## src/wspt_pkg.sv

```systemverilog
package wspt_pkg;

	localparam int unsigned TIME_W  = 32;
	localparam int unsigned SPEED_W = 18;
	localparam int unsigned CIRC_W  = 16;
	localparam int unsigned MINI_W  = 16;
	localparam int unsigned CFG_W   = 18;
	localparam int unsigned IDX_W   = 2;
	localparam int unsigned KIND_W  = 2;

	// Dividend is circumference * 36 * 256, below 2^30 for any 16-bit circumference.
	localparam int unsigned NUM_W   = 30;
	localparam int unsigned CNT_W   = 5;

	localparam logic [SPEED_W-1:0] SPEED_SAT = 18'd262143;
	localparam logic [SPEED_W-1:0] MIN_RESET = 18'd76800;

	localparam logic [CIRC_W-1:0]  CIRC_RESET   = 16'd200;
	localparam logic [MINI_W-1:0]  MINI_RESET   = 16'd35;
	localparam logic [SPEED_W-1:0] HYST_RESET   = 18'd2560;

	localparam logic [IDX_W-1:0] REG_CIRC   = 2'd0;
	localparam logic [IDX_W-1:0] REG_LABELS = 2'd1;
	localparam logic [IDX_W-1:0] REG_MINI   = 2'd2;
	localparam logic [IDX_W-1:0] REG_HYST   = 2'd3;

	localparam logic [KIND_W-1:0] KIND_SAMPLE = 2'd0;
	localparam logic [KIND_W-1:0] KIND_PEAK   = 2'd1;
	localparam logic [KIND_W-1:0] KIND_VALLEY = 2'd2;

	typedef enum logic [2:0] {
		ST_IDLE,
		ST_DIV,
		ST_FINISH,
		ST_PEAK,
		ST_VALLEY,
		ST_SAMPLE
	} state_t;

endpackage

```

## src/wheel_speed_peak_tracker.sv

```systemverilog
// Wheel speed peak tracker.
// The pulse channel (pulse_valid, pulse_stall, timestamp_ms) carries one request per wheel
// pulse, a free-running millisecond timestamp. The result channel (result_valid,
// result_stall and the four result fields) returns a speed sample for every pulse that
// passes the noise check, preceded where due by a peak report, a valley report or both.
// The sample always carries last = 1. A pulse that comes too soon after the last good
// one is dropped at once and gives no result.
// Speed comes from one restoring divider that produces one quotient bit per cycle of
// the 30-bit quotient. A finishing state then updates the trackers and makes the report
// decisions, and each result then passes through the output register. A new request
// is taken the cycle after the sample has been loaded into the output register, and
// pulse_stall is high for the whole of the division, finishing and result steps.
// A stall on the result channel holds the output register and simply pauses the
// sequencer; nothing is lost. Reset clears the output valid flag, loads the register
// defaults (200 cm, reports on, 35 ms, 2560) and returns the trackers to their
// initial state with no time origin. Configuration writes are taken at any time but
// are meant for when the block is idle.
module wheel_speed_peak_tracker (
	input  logic                              clk,
	input  logic                              arst_n,
	input  logic                              pulse_valid,
	output logic                              pulse_stall,
	input  logic [wspt_pkg::TIME_W-1:0]       timestamp_ms,
	output logic                              result_valid,
	input  logic                              result_stall,
	output logic [wspt_pkg::KIND_W-1:0]       result_kind,
	output logic [wspt_pkg::TIME_W-1:0]       rel_time_ms,
	output logic [wspt_pkg::SPEED_W-1:0]      speed_value,
	output logic                              last,
	input  logic                              cfg_we,
	input  logic [wspt_pkg::IDX_W-1:0]        cfg_index,
	input  logic [wspt_pkg::CFG_W-1:0]        cfg_data
);

	// Configuration registers.
	logic [wspt_pkg::CIRC_W-1:0]  circ_q;
	logic                         labels_q;
	logic [wspt_pkg::MINI_W-1:0]  mini_q;
	logic [wspt_pkg::SPEED_W-1:0] hyst_q;

	// Tracker state that lives from pulse to pulse.
	logic [wspt_pkg::TIME_W-1:0]  prev_q;
	logic [wspt_pkg::TIME_W-1:0]  origin_q;
	logic                         origin_vld_q;
	logic [wspt_pkg::SPEED_W-1:0] min_q;
	logic [wspt_pkg::SPEED_W-1:0] max_q;
	logic [wspt_pkg::TIME_W-1:0]  min_t_q;
	logic [wspt_pkg::TIME_W-1:0]  max_t_q;
	logic                         seek_q;

	// Per-pulse working registers.
	wspt_pkg::state_t             state_q, state_d;
	logic [wspt_pkg::TIME_W-1:0]  t_q;
	logic [wspt_pkg::TIME_W-1:0]  rel_q;
	logic [wspt_pkg::TIME_W-1:0]  den_q;
	logic [wspt_pkg::TIME_W-1:0]  rem_q;
	logic [wspt_pkg::NUM_W-1:0]   num_q;
	logic [wspt_pkg::CNT_W-1:0]   cnt_q;
	logic [wspt_pkg::SPEED_W-1:0] spd_q;
	logic                         vl_q;
	logic [wspt_pkg::SPEED_W-1:0] pk_val_q;
	logic [wspt_pkg::TIME_W-1:0]  pk_t_q;
	logic [wspt_pkg::SPEED_W-1:0] vl_val_q;
	logic [wspt_pkg::TIME_W-1:0]  vl_t_q;

	// Output register.
	logic                         out_vld_q;
	logic [wspt_pkg::KIND_W-1:0]  out_kind_q;
	logic [wspt_pkg::TIME_W-1:0]  out_time_q;
	logic [wspt_pkg::SPEED_W-1:0] out_val_q;
	logic                         out_last_q;

	logic                         accept;
	logic [wspt_pkg::TIME_W-1:0]  origin_eff;
	logic [wspt_pkg::TIME_W-1:0]  interval;
	logic                         too_soon;
	logic [wspt_pkg::NUM_W-1:0]   numer;

	logic [wspt_pkg::TIME_W:0]    trial;
	logic                         qbit;

	logic [wspt_pkg::SPEED_W-1:0] spd;
	logic [wspt_pkg::SPEED_W-1:0] min1, max1, min2, max2;
	logic [wspt_pkg::TIME_W-1:0]  min_t1, max_t1;
	logic [wspt_pkg::SPEED_W-1:0] pk_diff;
	logic [wspt_pkg::SPEED_W-1:0] vl_diff;
	logic                         pk_fire, vl_fire, seek2;

	logic                         out_free;
	logic                         out_load;
	logic [wspt_pkg::KIND_W-1:0]  out_kind_d;
	logic [wspt_pkg::TIME_W-1:0]  out_time_d;
	logic [wspt_pkg::SPEED_W-1:0] out_val_d;
	logic                         out_last_d;

	assign accept     = pulse_valid && !pulse_stall;
	// The very first pulse is its own origin.
	assign origin_eff = origin_vld_q ? origin_q : timestamp_ms;
	assign interval   = timestamp_ms - prev_q;
	assign too_soon   = interval < {{(wspt_pkg::TIME_W-wspt_pkg::MINI_W){1'b0}}, mini_q};
	// circumference * 9216 = circumference * (8192 + 1024).
	assign numer      = (wspt_pkg::NUM_W'(circ_q) << 13) + (wspt_pkg::NUM_W'(circ_q) << 10);

	// One restoring division step: bring down the next dividend bit and try the divisor.
	assign trial = {rem_q, num_q[wspt_pkg::NUM_W-1]};
	assign qbit  = trial >= {1'b0, den_q};

	// Tracker update, evaluated in the finishing cycle once the quotient is complete.
	// A zero interval divides to all ones and so saturates as well.
	always_comb begin
		if (num_q[wspt_pkg::NUM_W-1:wspt_pkg::SPEED_W] != '0) begin
			spd = wspt_pkg::SPEED_SAT;
		end else begin
			spd = num_q[wspt_pkg::SPEED_W-1:0];
		end
		min1   = (spd < min_q) ? spd : min_q;
		min_t1 = (spd < min_q) ? rel_q : min_t_q;
		max1   = (spd > max_q) ? spd : max_q;
		max_t1 = (spd > max_q) ? rel_q : max_t_q;
		// max1 is never below the current speed, so the difference cannot go negative.
		pk_diff = max1 - spd;
		pk_fire = labels_q && seek_q && (pk_diff > hyst_q);
		min2    = pk_fire ? wspt_pkg::MIN_RESET : min1;
		max2    = pk_fire ? '0 : max1;
		seek2   = pk_fire ? 1'b0 : seek_q;
		// The valley check sees the trackers as the peak check may just have left them.
		vl_diff = spd - min2;
		vl_fire = labels_q && !seek2 && (spd > min2) && (vl_diff > hyst_q);
	end

	assign out_free = !out_vld_q || !result_stall;

	// Next state.
	always_comb begin
		state_d = state_q;
		case (state_q)
			wspt_pkg::ST_IDLE: begin
				if (pulse_valid && !too_soon) begin
					state_d = wspt_pkg::ST_DIV;
				end
			end
			wspt_pkg::ST_DIV: begin
				if (cnt_q == wspt_pkg::CNT_W'(wspt_pkg::NUM_W - 1)) begin
					state_d = wspt_pkg::ST_FINISH;
				end
			end
			wspt_pkg::ST_FINISH: begin
				if (pk_fire) begin
					state_d = wspt_pkg::ST_PEAK;
				end else if (vl_fire) begin
					state_d = wspt_pkg::ST_VALLEY;
				end else begin
					state_d = wspt_pkg::ST_SAMPLE;
				end
			end
			wspt_pkg::ST_PEAK: begin
				if (out_free) begin
					state_d = vl_q ? wspt_pkg::ST_VALLEY : wspt_pkg::ST_SAMPLE;
				end
			end
			wspt_pkg::ST_VALLEY: begin
				if (out_free) begin
					state_d = wspt_pkg::ST_SAMPLE;
				end
			end
			wspt_pkg::ST_SAMPLE: begin
				if (out_free) begin
					state_d = wspt_pkg::ST_IDLE;
				end
			end
			default: begin
				state_d = wspt_pkg::ST_IDLE;
			end
		endcase
	end

	// State outputs: pulse channel stall and what goes into the output register.
	always_comb begin
		pulse_stall = 1'b1;
		out_load    = 1'b0;
		out_kind_d  = wspt_pkg::KIND_SAMPLE;
		out_time_d  = rel_q;
		out_val_d   = spd_q;
		out_last_d  = 1'b0;
		case (state_q)
			wspt_pkg::ST_IDLE: begin
				pulse_stall = 1'b0;
			end
			wspt_pkg::ST_PEAK: begin
				out_load   = out_free;
				out_kind_d = wspt_pkg::KIND_PEAK;
				out_time_d = pk_t_q;
				out_val_d  = pk_val_q;
			end
			wspt_pkg::ST_VALLEY: begin
				out_load   = out_free;
				out_kind_d = wspt_pkg::KIND_VALLEY;
				out_time_d = vl_t_q;
				out_val_d  = vl_val_q;
			end
			wspt_pkg::ST_SAMPLE: begin
				out_load   = out_free;
				out_last_d = 1'b1;
			end
			default: begin
				pulse_stall = 1'b1;
			end
		endcase
	end

	// Sequencer, configuration and tracker state.
	always_ff @(posedge clk or negedge arst_n) begin
		if (!arst_n) begin
			state_q      <= wspt_pkg::ST_IDLE;
			circ_q       <= wspt_pkg::CIRC_RESET;
			labels_q     <= 1'b1;
			mini_q       <= wspt_pkg::MINI_RESET;
			hyst_q       <= wspt_pkg::HYST_RESET;
			prev_q       <= '0;
			origin_q     <= '0;
			origin_vld_q <= 1'b0;
			min_q        <= wspt_pkg::MIN_RESET;
			max_q        <= '0;
			min_t_q      <= '0;
			max_t_q      <= '0;
			seek_q       <= 1'b1;
			out_vld_q    <= 1'b0;
		end else begin
			state_q <= state_d;
			if (cfg_we) begin
				case (cfg_index)
					wspt_pkg::REG_CIRC:   circ_q   <= cfg_data[wspt_pkg::CIRC_W-1:0];
					wspt_pkg::REG_LABELS: labels_q <= cfg_data[0];
					wspt_pkg::REG_MINI:   mini_q   <= cfg_data[wspt_pkg::MINI_W-1:0];
					wspt_pkg::REG_HYST:   hyst_q   <= cfg_data;
					default: begin
					end
				endcase
			end
			// The origin is set by the first pulse even when that pulse is dropped.
			if (accept) begin
				origin_q     <= origin_eff;
				origin_vld_q <= 1'b1;
			end
			if (state_q == wspt_pkg::ST_FINISH) begin
				prev_q  <= t_q;
				min_t_q <= min_t1;
				max_t_q <= max_t1;
				min_q   <= vl_fire ? wspt_pkg::MIN_RESET : min2;
				max_q   <= vl_fire ? '0 : max2;
				seek_q  <= vl_fire ? 1'b1 : seek2;
			end
			if (out_load) begin
				out_vld_q <= 1'b1;
			end else if (!result_stall) begin
				out_vld_q <= 1'b0;
			end
		end
	end

	// Divider and per-pulse payload registers.
	always_ff @(posedge clk) begin
		if (accept) begin
			t_q   <= timestamp_ms;
			rel_q <= timestamp_ms - origin_eff;
			den_q <= interval;
			rem_q <= '0;
			num_q <= numer;
			cnt_q <= '0;
		end
		if (state_q == wspt_pkg::ST_DIV) begin
			rem_q <= qbit ? wspt_pkg::TIME_W'(trial - {1'b0, den_q})
			              : trial[wspt_pkg::TIME_W-1:0];
			num_q <= {num_q[wspt_pkg::NUM_W-2:0], qbit};
			cnt_q <= cnt_q + wspt_pkg::CNT_W'(1);
		end
		if (state_q == wspt_pkg::ST_FINISH) begin
			spd_q    <= spd;
			vl_q     <= vl_fire;
			pk_val_q <= max1;
			pk_t_q   <= max_t1;
			vl_val_q <= min2;
			vl_t_q   <= min_t1;
		end
		if (out_load) begin
			out_kind_q <= out_kind_d;
			out_time_q <= out_time_d;
			out_val_q  <= out_val_d;
			out_last_q <= out_last_d;
		end
	end

	assign result_valid = out_vld_q;
	assign result_kind  = out_kind_q;
	assign rel_time_ms  = out_time_q;
	assign speed_value  = out_val_q;
	assign last         = out_last_q;

endmodule
```

## config.mk

```make
export PLATFORM = sky130hd
export DESIGN_NAME = wheel_speed_peak_tracker
export DESIGN_NICKNAME = d
export VERILOG_FILES = /design/src/wspt_pkg.sv /design/src/wheel_speed_peak_tracker.sv
export SDC_FILE = /design/constraint.sdc
export NUM_CORES = 1
export LEC_CHECK = 0
export ABC_AREA = 1
export BUFFER_PORTS_ARGS = -buffer_cell sky130_fd_sc_hd__buf_4
export CORE_MARGIN = 2
export CORE_UTILIZATION = 45
export CTS_CLUSTER_SIZE = 8
export DETAILED_ROUTE_END_ITERATION = 8
export GPL_TIMING_DRIVEN = 0
export HOLD_SLACK_MARGIN = 0.02
export RECOVER_POWER = 50
export SYNTH_ARGS = -nofsm -noshare
export SYNTH_HDL_FRONTEND = slang
export SYNTH_SLANG_ARGS = --single-unit
```

## constraint.sdc

```tcl
create_clock -name clk -period 12.05 [get_ports clk]
set_input_delay 3.0125 -clock clk [delete_from_list [all_inputs] [get_ports clk]]
set_output_delay 3.0125 -clock clk [all_outputs]
set_load 0.05 [all_outputs]
```

After elaboration in Yosys (flattened, before gate mapping). Cells that the tools add are included. W data, S select, Z words.

Add/subtract/negate cells: 7. $lt $le $gt $ge: 7. Eq/ne operators: 15. Multiplexer cells: 36. Reduce and logical (&&, ||, !) cells: 22.

Operators by type and width (number): $mux W32 (6); $mux W18 (7); $sub A32 B32 Y32 (3); $gt A18 B18 Y1 (4); $pmux W32 S2 (1); $mux W30 (2); $pmux W18 S2 (1); $sub A18 B18 Y18 (2); $ge A33 B32 Y1 (1); $lt A32 B16 Y1 (1); $add A29 B26 Y30 (1); $lt A18 B18 Y1 (1); $mux W3 (6); $pmux W3 S6 (1); $reduce_bool A12 Y1 (1); $mux W5 (2); $mux W1 (9); $ne A2 B2 Y1 const B (4); $reduce_and A2 Y1 (4); $logic_and A1 B1 Y1 (7); $eq A3 B2 Y1 const B (2); $eq A3 B3 Y1 const B (2); $add A5 B1 Y5 const B (1); $eq A5 B5 Y1 const B (1); other kinds (12) (17).

Flip-flop bits (word level): 556. Input port bits: 57. Output and inout bits: 55. Logic and storage cells: 117.

Logic depth before layout (Yosys ltp).
Depth after elaboration: 15. Mapped depth: 68. Mapped depth without buffers: 63.

Worst setup path after synthesis. No wires, ideal clock.

Path type: flip-flop to flip-flop. Start point: register num_q[18] (netlist name). End point: register min_q[3] (netlist name). Library setup time: 0.133 ns. Arrival: 9.500 ns. Required time: 11.917 ns. Path slack: 2.418 ns. Cell stages (with the launch flop): 65. Path buffers: 5. Clock period less this slack: 9.632 ns. Cells stage by stage: edfxtp_1 > or2_1 > nor4_2 > and2_2 > clkinv_1 > buf_2 > nor2_1 > inv_1 > ha_1 > a21oi_1 > o21ai_0 > nand2_1 > o211ai_1 > nand2_1 > nand3_1 > nand2_1 > clkbuf_1 > inv_1 > (+29 left out) > nand2_1 > nand2_1 > nand2_1 > or3b_2 > o211ai_1 > xor2_1 > ha_1 > nand2_1 > inv_1 > nand3_1 > nor3_1 > o211ai_1 > nand3_1 > nand4_1 > nand3b_1 > nand2_2 > buf_2 > o22ai_1.

Elaborated cells between the ends (all ways): 19. Those cells by class: 2 x add/sub; 5 x order compare; 6 x mux; 6 x reduce/logical.

RTL lines: start: declaration (line wheel_speed_peak_tracker.sv:57) `logic [wspt_pkg::NUM_W-1:0] num_q;`; start signal: assignment (line wheel_speed_peak_tracker.sv:268) `num_q <= numer;`; start signal: assignment (line wheel_speed_peak_tracker.sv:274) `num_q <= {num_q[wspt_pkg::NUM_W-2:0], qbit};`; $reduce_bool A12 Y1 * (line wheel_speed_peak_tracker.sv:111) `if (num_q[wspt_pkg::NUM_W-1:wspt_pkg::SPEED_W] != '0) begin`; $mux W18 * (line wheel_speed_peak_tracker.sv:111); via spd, one bit (line wheel_speed_peak_tracker.sv:82) `logic [wspt_pkg::SPEED_W-1:0] spd;`; $gt A18 B18 Y1 (line wheel_speed_peak_tracker.sv:118) `max1 = (spd > max_q) ? spd : max_q;`; $mux W18 (line wheel_speed_peak_tracker.sv:118); $sub A18 B18 Y18 (line wheel_speed_peak_tracker.sv:121) `pk_diff = max1 - spd;`; $gt A18 B18 Y1 (line wheel_speed_peak_tracker.sv:122) `pk_fire = labels_q && seek_q && (pk_diff > hyst_q);`; $logic_and A1 B1 Y1 (line wheel_speed_peak_tracker.sv:122); $mux W18 * (line wheel_speed_peak_tracker.sv:123) `min2 = pk_fire ? wspt_pkg::MIN_RESET : min1;`; via min2, one bit (line wheel_speed_peak_tracker.sv:83) `logic [wspt_pkg::SPEED_W-1:0] min1, max1, min2, max2;`; $sub A18 B18 Y18 / $gt A18 B18 Y1 (equally long branches) (line wheel_speed_peak_tracker.sv:127, wheel_speed_peak_tracker.sv:128); $gt A18 B18 Y1 / $logic_and A1 B1 Y1 (equally long branches) (line wheel_speed_peak_tracker.sv:128) `vl_fire = labels_q && !seek2 && (spd > min2) && (vl_diff > hyst_q);`; $logic_and A1 B1 Y1 * (line wheel_speed_peak_tracker.sv:128); $mux W18 * (line wheel_speed_peak_tracker.sv:249) `min_q <= vl_fire ? wspt_pkg::MIN_RESET : min2;`; end signal: assignment (line wheel_speed_peak_tracker.sv:222) `min_q <= wspt_pkg::MIN_RESET;`; end signal: assignment (line wheel_speed_peak_tracker.sv:249); end: declaration (line wheel_speed_peak_tracker.sv:45) `logic [wspt_pkg::SPEED_W-1:0] min_q;`.

The timed path passes the listed nets; every way through them passes the cells marked *. A chain may end at the register's enable or synchronous reset.

Worst setup path in the final report.
Start point: register num_q[18] (netlist name). End point: register max_q[11] (netlist name).

Longest elaborated chain between the ends: 13. Elaborated cells between the ends (all ways): 20. Those cells by class: 2 x add/sub; 5 x order compare; 7 x mux; 6 x reduce/logical.

Ends and longest elaborated chain: $reduce_bool A12 Y1 * (line wheel_speed_peak_tracker.sv:111); $mux W18 * (line wheel_speed_peak_tracker.sv:111); via spd, one bit (line wheel_speed_peak_tracker.sv:82); branches (longest 10 deep; another with $gt A18 B18 Y1); $mux W18 * (line wheel_speed_peak_tracker.sv:250) `max_q <= vl_fire ? '0 : max2;`; end signal: assignment (line wheel_speed_peak_tracker.sv:250); end: declaration (line wheel_speed_peak_tracker.sv:46) `logic [wspt_pkg::SPEED_W-1:0] max_q;`.

Mark *: on every way through the listed nets, which the timed path passes.

==> impl_table.tex <==
\begin{tabular}{lr}
\hline
Metric & Value \\
\hline
\multicolumn{2}{l}{\textbf{STA}} \\
Crit share post-route & slightly above 90\% \\
Number of slew-limit violations in the final report & 254 \\
Worst hold margin & around 440 ps \\
Unrepaired setup endpoints after global routing & no \\
Final setup viols & 0 \\
Layout Skew & between 20 and 25 ps \\
Fin. Hold Viols & 0 \\
Achievable frequency & 89.3 MHz \\
Max transition margin & -195\% \\
Worst Tran Pin Value & 4420 ps \\
Final worst path period need & 11200 ps \\
\multicolumn{2}{l}{\textbf{Place}} \\
Number of buffer cells added on primary ports & roughly 110 \\
Detailed placement HPWL & approximately 66000 µm \\
Placer congestion estimate & roughly 0.90 \\
Inst Count DP & about 4800 \\
\multicolumn{2}{l}{\textbf{Synthesis}} \\
Yosys warnings & 0 \\
Synthesized netlist net count & about 4000 \\
XOR/XNOR share of the synthesized area & 3.26\% \\
Share of synthesized cell area in and, or, nand and nor gates & just under 20\% \\
Proportion of synthesized area in mux cells & 0.907\% \\
Share of the synthesized area in compound gates (AO/OA/AOI/OAI) & 10.9\% \\
Count of unique library cells instantiated by Yosys & 55 \\
Netlist Area Pre-Place & 0.0320 mm² \\
Total of flip-flops plus latches after synthesis & 556 \\
Number of flops mapped to enable cells by yosys & 335 \\
Predominant post-synthesis flop cell & sky130\_fd\_sc\_hd\_\_edfxtp\_1 \\
Synth async-reset ratio & 39.7\% \\
Main combinational cell family by area after synthesis & simple AND/OR/NAND/NOR gates \\
Adder-cell share of the synthesized area & 9.40\% \\
Proportion of synthesized chip area in sequential cells & 48.8\% \\
Synthesized netlist cell count & 3698 \\
Mean post-synth cell area & 8.66 µm² \\
\multicolumn{2}{l}{\textbf{Drt}} \\
Vias per Instance & roughly 5.2 \\
Detailed-route DRC error count & 0 \\
Count of antenna-violating nets left after detailed routing & 0 \\
Drt first pass iters & 6 \\
Initial DRC count & 1825 \\
Total number of vias & 25300 \\
DR WL/cell & between 15 and 20 µm \\
Detailed Route WL & 87700 µm \\
\multicolumn{2}{l}{\textbf{Worst setup path}} \\
Critical path's slowest cell & sky130\_fd\_sc\_hd\_\_edfxtp\_1 \\
Max FO, Critical Path & 10 \\
Critical path's top delay family & simple AND/OR/NAND/NOR gates \\
CP Data Required Time & between 10000 and 15000 ps \\
Worst Path Class, Setup & reg2reg \\
Arr. time, crit path & between 10000 and 15000 ps \\
Number of buffer and inverter instances along the worst setup path & 13 \\
Endpoint class of the critical path & flop \\
Startpoint type of the worst setup path & flop \\
Cell seen most often among critical-path stages & sky130\_fd\_sc\_hd\_\_nand2\_1 \\
Critical path's largest stage delay & 390 ps \\
\multicolumn{2}{l}{\textbf{Cells and area}} \\
Total inserted antenna cells & 0 \\
Most common library cell in the layout ignoring fill and taps & sky130\_fd\_sc\_hd\_\_nand2\_1 \\
Final core utilization & 52.2\% \\
Synth-to-layout area growth & 14.5\% \\
FF+latch area & 0.0156 mm² \\
Final std cells w/o fill & 4907 \\
Layout cell share with drive strength beyond 1 & slightly below 8\% \\
Filler instances & approximately 6500 \\
Number of nets in the layout & 4199 \\
Multi-input gate area & 0.0142 mm² \\
Most used cells in the layout excluding fill and tap cells & sky130\_fd\_sc\_hd\_\_nand2\_1, sky130\_fd\_sc\_hd\_\_inv\_1, sky130\_fd\_sc\_hd\_\_edfxtp\_1, sky130\_fd\_sc\_hd\_\_o21ai\_0, sky130\_fd\_sc\_hd\_\_ha\_1 \\
\multicolumn{2}{l}{\textbf{GRT}} \\
Met2 track demand over resource in global routing & between 30\% and 40\% \\
Grt met1 use & 34.6\% \\
Residual overflow from global routing & 0 \\
Maximum number of pins on one net before global-route repair & 84 \\
Global routing usage on met3 & under 10\% \\
Antenna violations before repair & 3 \\
Vias in the first global route & 24300 \\
Gr busiest metal & met2 \\
Wire length of the first global-routing pass & 137000 µm \\
Overall track demand over capacity in global routing & 24.0\% \\
\multicolumn{2}{l}{\textbf{Floorplanning}} \\
Initial Utilization & 45.6\% \\
Die span in y & 271 µm \\
Die Area & 0.0733 mm² \\
\# rows & 97 \\
Core box area & 0.0703 mm² \\
Width of the chip & 271 µm \\
Boundary Pins & around 110 \\
\multicolumn{2}{l}{\textbf{Pwr}} \\
Worst supply voltage drop on vdd & 159 µV \\
P per Cell Area & 304 mW/mm² \\
Leakage component of the power & 16.8 nW \\
\multicolumn{2}{l}{\textbf{Clock tree}} \\
Depth of the CTS H-tree & 3 \\
Clock root buffer & sky130\_fd\_sc\_hd\_\_clkbuf\_16 \\
Clock tree from TritonCTS & done \\
Clock slew at the register clock pins of the worst setup and hold paths & 50 ps \\
Hold buffers post-CTS & 0 \\
TritonCTS Buffers & 80 \\
Clock Path Buffers & 3 \\
Clock network latency to the later pin of the worst-skew pair & 630 ps \\
Number of clock sinks & 556 \\
\multicolumn{2}{l}{\textbf{Flow run}} \\
Max-Cap Viols & 5 \\
\multicolumn{2}{l}{\textbf{Hold path}} \\
Hold/Removal Path Class & reg2reg \\
\multicolumn{2}{l}{\textbf{Status}} \\
Outcome & finished with violations \\
Violations in the final reports & capacitance limit, slew limit \\
\hline
\end{tabular}
[through the flow]
stage / setup TNS (ps) / worst slack [ps] / cell area, µm² / power, mW
floorplan: 0 / 2420 / 32000 / 7.26
global placement: -27060 / -881 / 34000 / 8.85
detailed placement: -31650 / -994 / 34200 / 8.92
CTS: 0 / 41.7 / 36700 / 11.1
global route: 0 / 7.19 / 36600 / 12.0
finish: 0 / 846 / 36600 / 11.1
[cells by family after synthesis]
group	after synthesis
simple gates	1525
compound gates	621
buf+inv	611
flops	556
fa+ha+maj	237
xor+xnor	119
mux	29
[state kept, by name (all words and copies together), names as in the netlist, 30 cells and up]
signal,flops
origin_q,32
rel_time_ms,32
num_q,30
den_q,32
t_q,32
rel_q,32
vl_t_q,32
min_t_q,32
max_t_q,32
rem_q,32
pk_t_q,32
prev_q,32
[layout make-up]
cell class	instances	share of cell area, %
tap	940	3.21
timing repair buffer	125	2.43
sequential	556	42.6
clock inverter	7	0.372
inverter	512	5.26
multi-input combinational	2531	38.8
clock buffer	137	6.10
buffer	99	1.24
[worst paths after layout]
path	from	end	slack, ps	depth (start not counted)
max	num_q[18]	max_q[11]	850	64
min	t_q[5]	prev_q[5]	440	2
max reg2reg	num_q[18]	max_q[11]	850	64
min reg2reg	t_q[5]	prev_q[5]	440	2
max in group asynchronous	arst_n	origin_q[20]	2760	2
min in group asynchronous	arst_n	min_q[17]	3680	1
[routing by layer]
layer | wire length [µm] | share of wire, %
met5 | 22 | 0.025
met4 | 1890 | 2.2
met3 | 4850 | 5.5
met2 | 39500 | 45
met1 | 41400 | 47
[worst reg2reg max path, delay by kind of cell, from the launching register on]
kind	cells	cell delay [ps]
XOR/XNOR	2	390
adder cells (fa/ha/maj)	6	1890
flip-flops	1	390
buffers and inverters	13	2210
AO/OA/AOI/OAI	17	2790
AND/OR/NAND/NOR	26	3410
[repair_timing]
item | in CTS | in global routing
resized for setup | 21 | 55
setup buffers | 4 | 3
pin swaps | 0 | 1
endpoints found under the setup margin | 39 | 39
[cell usage after synthesis, drive strengths merged, types with 2 or more instances]
cell,count,area (µm²)
nor3,28,140
edfxtp,335,10100
o221ai,3,26.3
o21a,16,120
a21o,11,82.6
mux2i,29,290
or2,3,18.8
inv,510,1910
o2111ai,3,26.3
o21bai,5,37.5
fa,6,120
dfrtp,207,5180
a221oi,3,26.3
a21oi,194,978
a21boi,7,52.6
and2,3,20.0
dfstp,14,368
nor2,185,694
nand2,1104,4170
a31oi,9,56.3
o22ai,31,194
o31ai,2,15.0
nand3,164,913
xnor2,53,464
a211oi,8,60.1
o211ai,12,95.1
xor2,66,578
ha,231,2890
nand4,22,138
nand3b,7,52.6
o21ai,315,1700
nor4,6,43.8
clkbuf,70,263
clkinv,2,7.51
buf,29,169
[report_power, final]
part / internal, mW / switching (mW)
Clock: 1.26 / 0.867
Combinational: 1.89 / 3.82
Sequential: 3.00 / 0.307
Total: 6.15 / 4.99
Power figures use the tool's default switching activity.
